**config.mk**
```make
export PLATFORM = sky130hd
export DESIGN_NAME = flight_phase_detector
export DESIGN_NICKNAME = d
export VERILOG_FILES = /design/src/hdl/fpd_pkg.sv /design/src/hdl/fpd_cfg.sv /design/src/hdl/fpd_core.sv /design/src/hdl/flight_phase_detector.sv
export SDC_FILE = /design/constraint.sdc
export NUM_CORES = 1
export LEC_CHECK = 0
export ABC_AREA = 1
export BUFFER_PORTS_ARGS = -buffer_cell sky130_fd_sc_hd__buf_2
export CAP_MARGIN = 20
export CORE_MARGIN = 4
export CORE_UTILIZATION = 40
export CTS_CLUSTER_SIZE = 12
export DETAILED_ROUTE_END_ITERATION = 8
export GPL_TIMING_DRIVEN = 0
export MAX_ROUTING_LAYER = met4
export PLACE_DENSITY_LB_ADDON = 0.05
export SYNTH_ARGS = -nofsm -noshare
export SYNTH_HDL_FRONTEND = slang
export SYNTH_HIERARCHICAL = 1
export SYNTH_SLANG_ARGS = --single-unit
```
**constraint.sdc**
```tcl
create_clock -name i_clk -period 7.1 [get_ports i_clk]
set_input_delay 0.71 -clock i_clk [delete_from_list [all_inputs] [get_ports i_clk]]
set_output_delay 0.71 -clock i_clk [all_outputs]
set_load 0.005 [all_outputs]
```
**src/hdl/fpd_pkg.sv**
```systemverilog
// Shared types and constants for the flight phase detector.
package fpd_pkg;

    localparam int TIME_W  = 32;
    localparam int CLIMB_W = 14;
    localparam int SPEED_W = 13;
    localparam int THR_W   = 13;
    localparam int ADDR_W  = 3;
    localparam int CFG_W   = 32;

    typedef enum logic [1:0] {
        PH_GROUND    = 2'd0,
        PH_LAUNCHING = 2'd1,
        PH_IN_FLIGHT = 2'd2,
        PH_LANDING   = 2'd3
    } t_phase;

    typedef enum logic [ADDR_W-1:0] {
        REG_LAUNCH_CLIMB_THR  = 3'd0,
        REG_LAUNCH_SPEED_THR  = 3'd1,
        REG_LAUNCH_HOLD       = 3'd2,
        REG_LANDING_SPEED_THR = 3'd3,
        REG_LANDING_CLIMB_THR = 3'd4,
        REG_LANDING_HOLD      = 3'd5
    } t_reg_idx;

    localparam logic [THR_W-1:0]  RST_LAUNCH_CLIMB_THR  = 13'd50;
    localparam logic [THR_W-1:0]  RST_LAUNCH_SPEED_THR  = 13'd100;
    localparam logic [TIME_W-1:0] RST_LAUNCH_HOLD       = 32'd5000;
    localparam logic [THR_W-1:0]  RST_LANDING_SPEED_THR = 13'd30;
    localparam logic [THR_W-1:0]  RST_LANDING_CLIMB_THR = 13'd30;
    localparam logic [TIME_W-1:0] RST_LANDING_HOLD      = 32'd60000;

    typedef struct packed {
        logic [THR_W-1:0]  launch_climb_threshold;
        logic [THR_W-1:0]  launch_speed_threshold;
        logic [TIME_W-1:0] launch_hold_time;
        logic [THR_W-1:0]  landing_speed_threshold;
        logic [THR_W-1:0]  landing_climb_threshold;
        logic [TIME_W-1:0] landing_hold_time;
    } t_cfg;

    typedef struct packed {
        logic signed [CLIMB_W-1:0] climb_rate;
        logic [SPEED_W-1:0]        ground_speed;
        logic [TIME_W-1:0]         timestamp;
    } t_sample;

    typedef struct packed {
        t_phase            phase;
        logic              phase_changed;
        logic [TIME_W-1:0] phase_entry_time;
        logic [TIME_W-1:0] flight_duration;
    } t_result;

endpackage

```
**src/hdl/fpd_cfg.sv**
```systemverilog
// Configuration register file for the flight phase detector.
module fpd_cfg
    import fpd_pkg::*;
(
    input  logic              i_clk,
    input  logic              i_rst_n,
    input  logic              i_cfg_valid,
    input  logic [ADDR_W-1:0] i_cfg_addr,
    input  logic [CFG_W-1:0]  i_cfg_data,
    output t_cfg              o_cfg
);

    t_cfg r_cfg;

    always_ff @(posedge i_clk) begin
        if (!i_rst_n) begin
            r_cfg.launch_climb_threshold  <= RST_LAUNCH_CLIMB_THR;
            r_cfg.launch_speed_threshold  <= RST_LAUNCH_SPEED_THR;
            r_cfg.launch_hold_time        <= RST_LAUNCH_HOLD;
            r_cfg.landing_speed_threshold <= RST_LANDING_SPEED_THR;
            r_cfg.landing_climb_threshold <= RST_LANDING_CLIMB_THR;
            r_cfg.landing_hold_time       <= RST_LANDING_HOLD;
        end else if (i_cfg_valid) begin
            unique case (i_cfg_addr)
                REG_LAUNCH_CLIMB_THR:  r_cfg.launch_climb_threshold  <= i_cfg_data[THR_W-1:0];
                REG_LAUNCH_SPEED_THR:  r_cfg.launch_speed_threshold  <= i_cfg_data[THR_W-1:0];
                REG_LAUNCH_HOLD:       r_cfg.launch_hold_time        <= i_cfg_data[TIME_W-1:0];
                REG_LANDING_SPEED_THR: r_cfg.landing_speed_threshold <= i_cfg_data[THR_W-1:0];
                REG_LANDING_CLIMB_THR: r_cfg.landing_climb_threshold <= i_cfg_data[THR_W-1:0];
                REG_LANDING_HOLD:      r_cfg.landing_hold_time       <= i_cfg_data[TIME_W-1:0];
                default: ;
            endcase
        end
    end

    assign o_cfg = r_cfg;

endmodule

```
**src/hdl/fpd_core.sv**
```systemverilog
// Phase state machine and per-sample result logic.
module fpd_core
    import fpd_pkg::*;
(
    input  logic    i_clk,
    input  logic    i_rst_n,
    input  logic    i_advance,
    input  t_sample i_sample,
    input  t_cfg    i_cfg,
    output t_result o_result
);

    t_phase            r_phase,   n_phase;
    logic              r_launch_q, n_launch_q;
    logic              r_landing_q, n_landing_q;
    logic [TIME_W-1:0] r_cond_start, n_cond_start;
    logic [TIME_W-1:0] r_flight_start, n_flight_start;
    logic [TIME_W-1:0] r_entry, n_entry;

    logic signed [CLIMB_W:0] climb_ext;
    logic [CLIMB_W-1:0]      climb_mag;
    logic                    launch_cond;
    logic                    landing_cond;
    logic [TIME_W-1:0]       now;
    logic [TIME_W-1:0]       held;
    logic                    changed;

    assign now       = i_sample.timestamp;
    assign climb_ext = {i_sample.climb_rate[CLIMB_W-1], i_sample.climb_rate};
    assign climb_mag = climb_ext[CLIMB_W] ? CLIMB_W'(-climb_ext) : climb_ext[CLIMB_W-1:0];

    assign launch_cond =
        (climb_ext > $signed({2'b00, i_cfg.launch_climb_threshold})) ||
        (i_sample.ground_speed > i_cfg.launch_speed_threshold);
    assign landing_cond =
        (i_sample.ground_speed < i_cfg.landing_speed_threshold) &&
        (climb_mag < {1'b0, i_cfg.landing_climb_threshold});

    // qualification and flight start tracking
    always_comb begin
        n_launch_q     = r_launch_q;
        n_landing_q    = r_landing_q;
        n_cond_start   = r_cond_start;
        n_flight_start = r_flight_start;
        unique case (r_phase)
            PH_GROUND: begin
                n_launch_q = launch_cond;
                if (launch_cond && !r_launch_q) begin
                    n_cond_start = now;
                end
            end
            PH_LAUNCHING: begin
                n_flight_start = now;
                n_landing_q    = 1'b0;
            end
            PH_IN_FLIGHT: begin
                n_landing_q = landing_cond;
                if (landing_cond && !r_landing_q) begin
                    n_cond_start = now;
                end
            end
            PH_LANDING: begin
                n_launch_q = 1'b0;
            end
            default: ;
        endcase
    end

    assign held = now - n_cond_start;

    // next phase
    always_comb begin
        n_phase = r_phase;
        unique case (r_phase)
            PH_GROUND: begin
                if (n_launch_q && (held >= i_cfg.launch_hold_time)) begin
                    n_phase = PH_LAUNCHING;
                end
            end
            PH_LAUNCHING: n_phase = PH_IN_FLIGHT;
            PH_IN_FLIGHT: begin
                if (n_landing_q && (held >= i_cfg.landing_hold_time)) begin
                    n_phase = PH_LANDING;
                end
            end
            PH_LANDING:   n_phase = PH_GROUND;
            default:      n_phase = PH_GROUND;
        endcase
    end

    assign changed = (n_phase != r_phase);
    assign n_entry = changed ? now : r_entry;

    // result fields
    always_comb begin
        o_result.phase            = n_phase;
        o_result.phase_changed    = changed;
        o_result.phase_entry_time = n_entry;
        o_result.flight_duration  = '0;
        if ((n_phase == PH_IN_FLIGHT) && (n_flight_start != '0)) begin
            o_result.flight_duration = now - n_flight_start;
        end
    end

    always_ff @(posedge i_clk) begin
        if (!i_rst_n) begin
            r_phase        <= PH_GROUND;
            r_launch_q     <= 1'b0;
            r_landing_q    <= 1'b0;
            r_cond_start   <= '0;
            r_flight_start <= '0;
            r_entry        <= '0;
        end else if (i_advance) begin
            r_phase        <= n_phase;
            r_launch_q     <= n_launch_q;
            r_landing_q    <= n_landing_q;
            r_cond_start   <= n_cond_start;
            r_flight_start <= n_flight_start;
            r_entry        <= n_entry;
        end
    end

endmodule

```
**src/hdl/flight_phase_detector.sv**
```systemverilog
// Top level of the flight phase detector: sample register, core, result register.
//
//  channel   | dir | handshake                      | content
//  s_axis    | in  | i_s_axis_tvalid/o_s_axis_tready | sensor sample request
//  m_axis    | out | o_m_axis_tvalid/i_m_axis_tready | phase result request
//  cfg       | in  | i_cfg_valid/o_cfg_ready         | register index and value
//
// One request per clock sustained while the result side is ready; an accepted sample
// passes through the sample register, then the result register, to appear as a result.
// The phase state updates when a sample moves from the sample register into the
// result register. A stalled result holds while one more sample waits.
// Reset is synchronous, active low, and returns the valid flags, phase state and configuration to their defaults.
module flight_phase_detector
    import fpd_pkg::*;
(
    input  logic              i_clk,
    input  logic              i_rst_n,
    input  logic              i_s_axis_tvalid,
    output logic              o_s_axis_tready,
    // [13:0] climb_rate, [26:14] ground_speed, [58:27] timestamp
    input  logic [63:0]       i_s_axis_tdata,
    output logic              o_m_axis_tvalid,
    input  logic              i_m_axis_tready,
    // [1:0] phase, [2] phase_changed, [34:3] phase_entry_time,
    // [66:35] flight_duration
    output logic [71:0]       o_m_axis_tdata,
    input  logic              i_cfg_valid,
    output logic              o_cfg_ready,
    input  logic [ADDR_W-1:0] i_cfg_addr,
    input  logic [CFG_W-1:0]  i_cfg_data
);

    t_cfg    cfg;
    t_sample r_sample;
    logic    r_in_valid;
    t_result core_result;
    t_result r_result;
    logic    r_out_valid;
    logic    advance;
    logic    in_fire;

    assign o_cfg_ready = 1'b1;

    fpd_cfg u_cfg (
        .i_clk       (i_clk),
        .i_rst_n     (i_rst_n),
        .i_cfg_valid (i_cfg_valid),
        .i_cfg_addr  (i_cfg_addr),
        .i_cfg_data  (i_cfg_data),
        .o_cfg       (cfg)
    );

    assign advance         = r_in_valid && (!r_out_valid || i_m_axis_tready);
    assign o_s_axis_tready = !r_in_valid || advance;
    assign in_fire         = i_s_axis_tvalid && o_s_axis_tready;

    always_ff @(posedge i_clk) begin
        if (!i_rst_n) begin
            r_in_valid <= 1'b0;
        end else if (in_fire) begin
            r_in_valid <= 1'b1;
        end else if (advance) begin
            r_in_valid <= 1'b0;
        end
    end

    always_ff @(posedge i_clk) begin
        if (in_fire) begin
            r_sample.climb_rate   <= i_s_axis_tdata[13:0];
            r_sample.ground_speed <= i_s_axis_tdata[26:14];
            r_sample.timestamp    <= i_s_axis_tdata[58:27];
        end
    end

    fpd_core u_core (
        .i_clk     (i_clk),
        .i_rst_n   (i_rst_n),
        .i_advance (advance),
        .i_sample  (r_sample),
        .i_cfg     (cfg),
        .o_result  (core_result)
    );

    always_ff @(posedge i_clk) begin
        if (!i_rst_n) begin
            r_out_valid <= 1'b0;
        end else if (advance) begin
            r_out_valid <= 1'b1;
        end else if (i_m_axis_tready) begin
            r_out_valid <= 1'b0;
        end
    end

    always_ff @(posedge i_clk) begin
        if (advance) begin
            r_result <= core_result;
        end
    end

    assign o_m_axis_tvalid = r_out_valid;
    assign o_m_axis_tdata  = {5'b0, r_result.flight_duration, r_result.phase_entry_time,
                              r_result.phase_changed, r_result.phase};

endmodule

```
==> results of run 1 <==
## cell type report
class / instances / area, sq um / share of cell area [%]
multi-input combinational: 1903 / 11300 / 44.3
clock buffer: 51 / 1130 / 4.40
sequential: 344 / 8150 / 31.8
clock inverter: 24 / 205 / 0.801
buffer: 119 / 703 / 2.75
antenna: 1 / 2.50 / 0.00977
tap: 680 / 851 / 3.32
timing repair buffer: 222 / 1450 / 5.68
inverter: 472 / 1770 / 6.92
## worst max-delay path, delay by kind of cell (launching register included)
family / cells / cell delay, ns
flip-flops: 1 / 0.41
AO/OA/AOI/OAI: 13 / 1.62
adder cells (fa/ha/maj): 5 / 1.12
XOR/XNOR: 1 / 0.13
buffers and inverters: 15 / 1.26
AND/OR/NAND/NOR: 30 / 3.06
## state kept, by name, summed over array words and instances (netlist names)
register               count
u_core/r_landing_q         1
o_m_axis_tdata            67
r_sample                  59
u_core/r_launch_q          1
u_core/r_entry            32
o_m_axis_tvalid            1
u_core/r_phase             2
u_core/r_cond_start       32
u_core/r_flight_start     32
u_cfg/o_cfg              116
r_in_valid                 1
## through the flow
stage,setup WS (ns),power [W],setup TNS (ns)
6_report,-0.616,0.00734,-55.40
3_5_place_dp,-2.61,0.00472,-226.31
3_3_place_gp,-2.51,0.00466,-218.60
4_1_cts,-0.549,0.00717,-49.84
5_1_grt,-1.26,0.00783,-119.06
2_1_floorplan,0.241,0.00402,0
## synthesized netlist by cell type (all sizes together), types with 3 or more instances
cell type	instances
nand2	506
inv	469
nor2	294
o21ai	293
a21oi	272
dfxtp	218
nand3	181
ha	180
edfxtp	126
clkbuf	62
buf	57
xor2	41
nand4	21
xnor2	20
o211ai	19
nor4	14
nor3	9
a211oi	8
o21bai	6
a31oi	5
o21a	5
a21o	3
clkinv	3
o221a	3
## power breakdown
part,switching [W],internal [W],leakage [nW],total [W]
logic,0.00174,0.00119,7.99,0.00293
clock network,0.000869,0.00124,0.657,0.00211
registers,0.0000927,0.00221,3.01,0.00230
total,0.00270,0.00463,11.7,0.00734
## final timing paths
check | startpoint | endpoint | slack [ns] | cells past startpoint
setup / recovery | r_sample[46] | u_core/r_entry[28] | -0.62 | 64
hold reg to reg | u_cfg/o_cfg[14] | u_cfg/o_cfg[14] | 0.45 | 2
hold / removal | i_s_axis_tdata[44] | r_sample[17] | 0.31 | 1
setup reg to reg | r_sample[46] | u_core/r_entry[28] | -0.62 | 64
## logic make-up after synthesis
family                   synth area share [%]
AND/OR/NAND/NOR                          20.5
AO/OA/AOI/OAI                            16.1
buffers and inverters                    11.3
flip-flops                               38.6
adder cells (fa/ha/maj)                  10.9
XOR/XNOR                                 2.53
other                                  0.0356
## metal layers
metal,routed length [microns],share of wire (%),vias up,track usage [%]
met3,3290,4.9,118,3.02
met1,29300,44,8986,29.9
met4,2540,3.8,0,8.30
met2,31500,47,483,38.8
li1,-,-,9804,-
met5,0,0,-,-
## timing repair
item                                    in CTS  in global routing
pin swaps                                   43                 49
cloned                                       4                  4
gates resized for setup                    147                 79
setup buffers                               31                 16
endpoints found under the hold margin        0                  0
endpoints found under the setup margin      99                 99
==> results by group, run 1 <==
Cells and area
  – Core Util, Final: 49.5%
  – Finished Layout Cells: 3,816
  – Commonest non-fill, non-tap cell in the layout: inv_1
  – Layout cell share with drive strength beyond 1: 16.7%
  – Area delta synth->final: 21.4%
  – Design Area, Final: 25,600 sq um
  – Fill count: 5,226
  – Layout Nets: 3,390
  – Most frequent cells in the layout: 457 x inv_1, 449 x nand2_1, 262 x nor2_1

Logic synthesis
  – Largest area contributor in the netlist: dfxtp_1
  – EDFF count, synth: 126
  – Syn Area/Cell: 7.44 sq um
  – Synth unique cells: 52
  – YS warnings: 6
  – Synth top area share: 20.7%
  – Cells after Synth: 2,834
  – Post-Syn Area: 21,100 sq um
  – Number of synthesized register bits: 344
  – FFs w/ async S/R, synth: 0%
  – Top FF cell, synth: dfxtp_1
  – Part of the Yosys area used for sequential elements: 38.6%
  – Area contributors post-synth: dfxtp_1 21%, edfxtp_1 18%, ha_1 11%

Pwr
  – PwrDens: 287 nW/um^2
  – VDD IR-drop max: 0.205 mV
  – Leak: 11.7 nW

Timing
  – Slew margin rel.: 53.2%
  – Peak Freq: 0.130 GHz
  – Final period utilization: 109%
  – Worst-Margin Slew: 0.702 ns
  – Clk_skew: 0.0151 ns
  – Worst Setup Slack, final: -0.616 ns
  – RSZ-0062 raised after global routing: yes
  – Setup Viol. Count Final: 99
  – Worst hold slack: 0.312 ns
  – Final Slew Violations: 0
  – Final Hold Vio Count: 0
  – Period minus WS final: 7.72 ns

Detailed routing
  – Via count: 19,400
  – Routed WL: 66,500 microns
  – Drt via density: 5.08
  – DR WL/cell: 17.4 microns
  – 1st-pass router iterations: 5
  – DRC: 0
  – Remaining antenna violation count: 0
  – DRT iter0 DRCs: 1,037

Placement
  – HPWL after DPL: 51,000 microns
  – Placed Cells: 3,688
  – Placer congestion estimate: 0.919
  – Placed Area: 22,900 sq um
  – Port bufs: 167

Global route
  – Vias in the first global route: 18,700
  – Antenna violations before repair: 0
  – Largest net degree at the start of global routing: 40
  – GRT Total Usage: 23.5%
  – First-pass GRT wire length: 103,000 microns
  – Grt ovf: 0

Worst setup path
  – Critical path's slowest cell: edfxtp_1
  – CP Capture Type: flop
  – CP peak stage delay: 0.41 ns
  – CP required: 7.57 ns
  – Critical path arrival: 8.18 ns
  – Worst Setup Start Kind: flop
  – Crit Path Category: flop to flop
  – Crit path max fanout: 6

Flow run
  – Max_cap viols: 0

Die
  – Chip Height: 238 microns
  – Die area: 56,500 sq um
  – Die X: 238 microns
  – Starting Density: 40.8%
  – CORE AREA: 51,700 sq um
  – Num rows: 83
  – # IOs: 179

CTS
  – Hold Buf Count CTS: 0
  – TritonCTS Buffers: 42
  – H-tree depth: 2
  – Clock-pin slew of the registers on the worst-case setup and hold paths: 0.06 ns
  – Root Driver: clkbuf_16
  – CTS tree: built
  – Buffer depth of the longest clock path: 3
  – Clock latency on the worst-skew pair: 0.57 ns
  – CTS Sinks: 344

Worst hold path
  – Min-delay worst type: primary input to flop

Run status
  – Status: finished with violations
  – Failing checks: setup timing
Power figures use the tool's default switching activity.
==> run 2: changes to the inputs <==
--- a/config.mk
+++ b/config.mk
@@ -15,7 +15,9 @@
 export GPL_TIMING_DRIVEN = 0
 export MAX_ROUTING_LAYER = met4
 export PLACE_DENSITY_LB_ADDON = 0.05
+export SETUP_SLACK_MARGIN = 0.02
 export SYNTH_ARGS = -nofsm -noshare
 export SYNTH_HDL_FRONTEND = slang
 export SYNTH_HIERARCHICAL = 1
 export SYNTH_SLANG_ARGS = --single-unit
+export TNS_END_PERCENT = 5
==> constraint.sdc (replaced) <==
create_clock -name i_clk -period 9.3 [get_ports i_clk]
set_input_delay 0.93 -clock i_clk [delete_from_list [all_inputs] [get_ports i_clk]]
set_output_delay 0.93 -clock i_clk [all_outputs]
set_load 0.005 [all_outputs]
==> results by group, run 2 (synthesized netlist as in run 1, its figures left out) <==
Worst setup path
  – CP Capture Type: flop
  – Reg2reg end: o_m_axis_tdata[38]
  – Reg2Reg Depth: 59
  – CP peak stage delay: 0.44 ns
  – Most frequent CP cell: nand2_1
  – Reg2Reg Setup Slack: 0.87 ns
  – Critical path arrival: 8.82 ns
  – Worst Setup Start Kind: flop
  – Crit Path Category: flop to flop
  – CP required: 9.69 ns
  – Critical path's slowest cell: edfxtp_1
  – R2r startpoint: r_sample[46]
  – Crit path max fanout: 10

Detailed routing
  – DRT iter0 DRCs: 1,100
  – Remaining antenna violation count: 0
  – DRC: 0
  – Via count: 19,100
  – Routed WL: 65,200 microns
  – Drt via density: 5.06
  – WL met2: 30,500 microns
  – Met3 wire len: 3300 microns
  – Top routing layer in use: met4
  – Met1 wire length: 28,900 microns
  – DR WL/cell: 17.3 microns
  – 1st-pass router iterations: 5

Timing
  – Worst-Margin Slew: 0.695 ns
  – Period minus WS final: 8.43 ns
  – Setup TNS: 0 ns
  – RSZ-0062 raised after global routing: no
  – Peak Freq: 0.119 GHz
  – Setup Viol. Count Final: 0
  – Final Slew Violations: 0
  – Slew margin rel.: 53.7%
  – Final Hold Vio Count: 0
  – Final period utilization: 90.6%
  – Clk_skew: 0.0163 ns

Die
  – Die X: 238 microns
  – CORE AREA: 51,700 sq um
  – Starting Density: 40.8%
  – Chip Height: 238 microns
  – Die area: 56,500 sq um
  – Num rows: 83
  – # IOs: 179

Placement
  – HPWL after DPL: 51,000 microns
  – Placed Cells: 3,688
  – Port bufs: 167
  – Placed Area: 22,900 sq um
  – Placer congestion estimate: 0.919

Cells and area
  – Area delta synth->final: 15.3%
  – Fill count: 5,374
  – Commonest non-fill, non-tap cell in the layout: nand2_1
  – Design Area, Final: 24,300 sq um
  – Layout Nets: 3,341
  – Most frequent cells in the layout: 468 x nand2_1, 466 x inv_1, 290 x nor2_1
  – ANT cells: 0
  – Layout cell share with drive strength beyond 1: 12.0%
  – Max reg flops: 116
  – Finished Layout Cells: 3,766

Global route
  – Vias in the first global route: 18,300
  – First-pass GRT wire length: 101,000 microns
  – Largest net degree at the start of global routing: 40
  – Antenna violations before repair: 0
  – Grt ovf: 0
  – GRT Total Usage: 23.1%

Pwr
  – PwrDens: 215 nW/um^2
  – Switching Share: 36.6%
  – Clock Power Share: 30.8%
  – Pint: 0.00331 W
  – P_sw: 0.00191 W
  – Sequential power share: 33.6%
  – Leak: 11.2 nW
  – Comb pwr share: 35.6%
  – VDD IR-drop max: 0.152 mV

Run status
  – Status: completed

CTS
  – Buffer depth of the longest clock path: 3
  – Hold Buf Count CTS: 0
  – Root Driver: clkbuf_16
  – Clock latency on the worst-skew pair: 0.57 ns
  – Clock-pin slew of the registers on the worst-case setup and hold paths: 0.05 ns
  – CTS Sinks: 344
  – CTS tree: built
  – H-tree depth: 2
  – TritonCTS Buffers: 42

Worst hold path
  – Hold path depth: 2
  – Hold Crit Endpoint: u_cfg/o_cfg[14]
  – Min-delay worst type: flop to flop
  – Hold path start: u_cfg/o_cfg[14]

Flow run
  – Max_cap viols: 0
-- run 2: changes by cell type in the layout (fill, tap and decap cells not counted), sizes merged --
cell / change
buf: -44
clkbuf: -5
diode: -1
-- run 2: worst max path at each step --
stage            startpoint  slack (ns)                 end  cells past startpoint
3_3_place_gp   r_sample[45]       -0.31  o_m_axis_tdata[45]                     55
5_1_grt        r_sample[46]        0.03   u_core/r_entry[6]                     58
6_report       r_sample[46]        0.87  o_m_axis_tdata[38]                     59
4_1_cts        r_sample[46]        0.03  o_m_axis_tdata[39]                     58
2_1_floorplan  r_sample[46]        2.44  o_m_axis_tdata[35]                     55
3_5_place_dp   r_sample[46]       -0.41  o_m_axis_tdata[37]                     55
-- run 2: layout make-up --
type / count / area, sq um / area share (%)
multi-input cells: 1903 / 10700 / 43.9
well taps: 680 / 851 / 3.50
clock inverters: 24 / 205 / 0.844
clock buffers: 51 / 1130 / 4.64
inverters: 472 / 1770 / 7.29
repair buffers: 173 / 918 / 3.78
plain buffers: 119 / 623 / 2.56
flip-flops and latches: 344 / 8150 / 33.5
-- run 2: worst max-delay path: cells and delay by family (launching register included) --
family | cells | cell delay (ns)
AO/OA/AOI/OAI | 15 | 2.29
buffers and inverters | 10 | 1.08
flip-flops | 1 | 0.44
adder cells (fa/ha/maj) | 5 | 1.26
XOR/XNOR | 1 | 0.13
AND/OR/NAND/NOR | 28 | 3.05
-- run 2: per-stage QoR --
stage | total power (W) | setup slack [ns] | utilization, % | hold WS (ns)
after global placement | 0.00356 | -0.313 | 44.1 | 0.445
after CTS | 0.00524 | 0.0289 | 46.8 | 0.457
after floorplan | 0.00307 | 2.44 | - | 0.429
after detailed placement | 0.00360 | -0.414 | 44.2 | 0.443
after global routing | 0.00559 | 0.0271 | 47.0 | 0.476
final | 0.00522 | 0.874 | 47.0 | 0.456
-- run 2: per-layer routing --
layer  up-vias  global-route usage [%]
li1       9695                       -
met3       110                    2.99
met2       503                    37.7
met1      8758                    29.6
met5         -                       -
met4         0                    8.51
-- run 2: timing repair --
item / 4_1_cts / 5_1_grt
pin swaps: 0 / 2
setup buffers: 0 / 3
resized for setup: 6 / 22
setup endpoints to repair: 95 / 98
gates cloned: 0 / 0
-- run 2: power by group through the flow --
stage | Sequential, W | Clock [W] | Combinational [W]
2_1_floorplan | 0.00176 | 0 | 0.00131
3_3_place_gp | 0.00179 | 0 | 0.00177
3_5_place_dp | 0.00179 | 0 | 0.00181
4_1_cts | 0.00175 | 0.00166 | 0.00183
5_1_grt | 0.00176 | 0.00171 | 0.00211
6_report | 0.00175 | 0.00161 | 0.00186
